File: config.mk
export PLATFORM = sky130hd
export DESIGN_NAME = dhq_ram
export DESIGN_NICKNAME = d
export VERILOG_FILES = /design/src/hdl/assert_macros.svh /design/src/hdl/dhq_ram.sv
export SDC_FILE = /design/constraint.sdc
export NUM_CORES = 1
export LEC_CHECK = 0
export BUFFER_PORTS_ARGS = -buffer_cell sky130_fd_sc_hd__buf_2
export CORE_MARGIN = 5
export CORE_UTILIZATION = 60
export CTS_CLUSTER_DIAMETER = 80
export DETAILED_ROUTE_END_ITERATION = 6
export PLACE_DENSITY = 0.78
export SLEW_MARGIN = 10
export SYNTH_ARGS = -nofsm -noshare
export SYNTH_HDL_FRONTEND = slang
export SYNTH_SLANG_ARGS = --single-unit
File: constraint.sdc
create_clock -name clk -period 2.7 [get_ports clk]
set_input_delay 0.135 -clock clk [delete_from_list [all_inputs] [get_ports clk]]
set_output_delay 0.135 -clock clk [all_outputs]
set_load 0.01 [all_outputs]
File: src/hdl/assert_macros.svh
// ----------------------------------------------------------------------------
// assert_macros.svh
// assertion helpers, compiled out for synthesis
// ----------------------------------------------------------------------------
`ifndef ASSERT_MACROS_SVH
`define ASSERT_MACROS_SVH

`ifndef SYNTHESIS
// holds on every clock edge outside reset
`define DHQ_ASSERT(label, prop, msg) \
  label: assert property (@(posedge clk) disable iff (!rst_n) (prop)) else $error(msg);
// implication checked on every clock edge outside reset
`define DHQ_ASSERT_IMP(label, ante, cons, msg) \
  label: assert property (@(posedge clk) disable iff (!rst_n) (ante) |-> (cons)) \
    else $error(msg);
`else
`define DHQ_ASSERT(label, prop, msg)
`define DHQ_ASSERT_IMP(label, ante, cons, msg)
`endif

`endif

File: src/hdl/dhq_ram.sv
// ----------------------------------------------------------------------------
// dhq_ram
// single write port, single read port memory with registered read data
// ----------------------------------------------------------------------------
module dhq_ram #(
  parameter int WIDTH = 8,
  parameter int DEPTH = 16
) (
  input  logic                     clk,
  input  logic                     we,
  input  logic [$clog2(DEPTH)-1:0] waddr,
  input  logic [WIDTH-1:0]         wdata,
  input  logic [$clog2(DEPTH)-1:0] raddr,
  output logic [WIDTH-1:0]         rdata
);

  logic [WIDTH-1:0] mem [DEPTH];

  always_ff @(posedge clk) begin
    if (we) begin
      mem[waddr] <= wdata;
    end
    rdata <= mem[raddr];
  end

endmodule

Word level (Yosys, flattened, before mapping)
Memory sizes are Yosys's and may differ from the RTL's. A register that Yosys moved wholly into a read port is not among the register bits.
Cells that the tools add are included.
{"block": "word_totals", "ff_bits": 0, "elab_cells": 3, "out_inout_bits": 8, "romBits": 0, "latchBits": 0, "ram_bits": 128, "mem_count": 1}
{"memory": "mem", "words": 16, "word_bits": 8, "rd": 1, "rd_clocked_by_memory_dff": 1, "wr": 1, "line": "dhq_ram.sv:17", "text": "logic [WIDTH-1:0] mem [DEPTH];"}
{"block": "op_classes", "addsub": 0, "shifts": 0, "n_mul": 0, "n_mux": 2, "bitwise": 0, "magnitude_cmp": 0, "div_mod_pow": 0, "reduce_logical": 0, "n_eq_ne": 0}
{"cell": "1-bit 2-to-1 mux", "count": 2}

Depth between registers and ports, before layout
{"block": "depth", "word_depth": 2, "depth_mapped": 5}

Least setup slack after synthesis
No wires, ideal clock.
{"block": "synth_path", "path_kind": "input-to-reg", "startpoint": "input waddr[2]", "endpoint": "memory mem[0][0], enable pin", "path_stages": 2, "arrival_ns": 1.245, "path_slack_ns": 1.072, "setup_ns": 0.383, "path_buffers": 0, "path_cell_list": "or3b_2 nor3_1"}
{"element": "start: declaration", "line": "dhq_ram.sv:11", "text": "input logic [$clog2(DEPTH)-1:0] waddr,"}
{"element": "end: declaration", "line": "dhq_ram.sv:17"}
Straight into the memory's write port.

==> results by group <==
Run status
  • Status: completed

Layout
  • Area of the multi-input gates: 1057 sq um
  • Layout cell share with drive strength beyond 1: 0.2803
  • Net count, final: approximately 290
  • Register area: 4004 sq um
  • Fillers: between 400 and 500
  • Fin area: 5995 sq um
  • Area delta synth->final: 16.46%
  • N_diodes: 0

CTS
  • Cts bufs inserted: 17
  • Postcts setup bufs: 0
  • Root Buffer: clkbuf_8
  • CTS Hold Bufs: 2
  • Skew-Pair Late Insertion Delay: 0.51 ns
  • CTS tree: built
  • H-tree depth: 4
  • Clk sinks: 136
  • Worst-path clk slew: 0.06 ns
  • Max clock buf depth: 2
  • PostCTS Resize Cnt: 0

Logic synthesis
  • Syn avg cell area: between 20 and 25 sq um
  • Commonest cells in the netlist: 128 x edfxtp_1, 18 x mux4_2, 16 x a22oi_1
  • Synth area leader: edfxtp_1
  • Seq/Total Area, Yosys: 0.7778
  • #FFs+latches synth: 136
  • Synthesized area: just over 5000 sq um
  • Yosys top cell area share: 0.7467
  • Main synth FF type: edfxtp_1
  • Unique masters post-synth: 19
  • EDFF count, synth: 128
  • Synth area leaders: edfxtp_1 75%, mux4_2 7.9%, mux4_1 7.1%
  • Mapped Cells: 229
  • Count leader, synth: edfxtp_1
  • Synth warnings: 0
  • Net count after synthesis: 247
  • Asr flop ratio synth: 0

Critical path
  • Slowest cell delay on critical path: 0.58 ns
  • CP endpoint kind: flop
  • Worst EP arrival: 1.86 ns
  • Crit path launch type: input pin
  • CP Cell Sequence: buf_2 > buf_4 > mux4_1 > a22oi_1 > nand2_1
  • Kind of critical path: in2reg
  • Req. time, crit path: 3.09 ns
  • Family with the most delay on the worst path: buffers and inverters
  • Slowest cell on crit path: mux4_1
  • Buffers and inverters on the worst path: 2
  • CP Max Fanout: 20

Drt
  • DRC: 0
  • WL/cell: 25.30 um
  • Vias/cell: 6.279
  • Detailed-route via count: 2474
  • First-pass DRT Iterations: 5
  • DRT iter0 DRCs: 188
  • Number of antenna-violating nets in the routed design: 0
  • Total Wirelength: approximately 10 mm

GRT
  • Vias in the first global route: 2572
  • Global Route Usage Sum: 0.2102
  • Initial antenna violation count: 0
  • Grt ovf: 0
  • Largest net degree at the start of global routing: 33
  • First-pass GRT wire length: 15.01 mm

Floorplanning
  • Core box area: 8299 sq um
  • Die Span X: 102.6 um
  • Row count: 33
  • Total I/O pin count: 26
  • Die H: 102.6 um
  • Die area: approximately 11000 sq um
  • Initial core utilization: 0.6202

Timing
  • TNS Setup: 0 ns
  • Final hold violations: 0
  • Final worst path period share: 0.5441
  • Setup violations, final: 0
  • Crit path time final: approximately 1.5 ns
  • F_max: around 0.7 GHz
  • Slew margin rel.: 0.3701
  • Clk_skew: 0.005951 ns
  • Unrepaired setup endpoints after global routing: no
  • Slew Viols, Final: 0
  • Worst-Margin Slew: between 0.9 and 1 ns

Pwr
  • Peak supply drop: 433.6 uV
  • LEAKAGE: 2.034 nW
  • PD cells: 806.7 nW/um^2

Placed design
  • Placed Area: 5400 sq um
  • Hpwl dp: roughly 6 mm
  • I/O Buffers: 25
  • Gpl congestion: 0.7109

Job
  • Maxcap violations: 0

Worst hold path
  • Hold/Removal Path Class: in2reg
[cell families after synthesis]
logic type	share of synthesized area
buf+inv	0.01677
compound gates	0.02334
mux	0.1502
flops	0.7778
simple gates	0.03184
[sequential cells by signal (all words and copies together) (netlist names)]
signal,count
mem,128
rdata,8
[path summary, 6_finish.rpt]
kind         startpoint   endpoint  slack (ns)  depth (start not counted)
min            wdata[4]  mem[1][4]        0.02                          1
min reg2reg  mem[12][3]   rdata[3]        0.67                          3
max reg2reg   mem[1][2]   rdata[2]        1.28                          3
max            raddr[0]   rdata[4]        1.23                          5
[layout make-up]
cell class,count,share of cell area
clock inverters,8,0.02066
flip-flops and latches,136,0.6679
well taps,105,0.02192
clock buffers,24,0.07514
repair buffers,38,0.03799
multi-input cells,83,0.1764
[per-layer routing]
| metal | GRT usage | wire, um | vias to the layer above | part of all wire |
|---|---|---|---|---|
| met3 | 0.05345 | 836 | 14 | 0.084 |
| met2 | 0.3257 | 5007 | 135 | 0.50 |
| met1 | 0.2939 | 3988 | 1262 | 0.40 |
| met5 | 0 | 0 | - | 0 |
| li1 | - | - | 1063 | - |
| met4 | 0.07871 | 134 | 0 | 0.013 |
[where the power goes]
group / total [mW] / switching [mW] / internal, mW
logic: 0.218 / 0.128 / 0.0902
clock network: 2.24 / 0.815 / 1.43
registers: 2.37 / 0.0127 / 2.36
[layout by cell type, fill, tap and decap left out, drive strengths merged, types with 2 or more instances in the layout]
master       count
nand3b           2
nand2b           2
nor2            13
buf             36
clkinv           3
dlygate4sd3      2
edfxtp         128
a22oi           16
nor3             4
mux4            32
dfxtp            8
bufinv           3
nand2            9
clkinvlp         2
clkbuf          24
[through the flow]
step           instances  hold WS, ns    util  power, mW  setup slack, ns
2_1_floorplan        229       0.2339       -      2.541            1.072
5_1_grt              394     0.003265  0.7223      4.978            1.110
4_1_cts              394     0.001220  0.7223      4.856            1.218
6_report             394      0.01769  0.7223      4.836            1.231
3_5_place_dp         360       0.5311  0.6507      2.631           0.6952
3_3_place_gp         360       0.5054  0.6507      2.621           0.7473
Note: power is estimated with default switching activity, not from simulation.
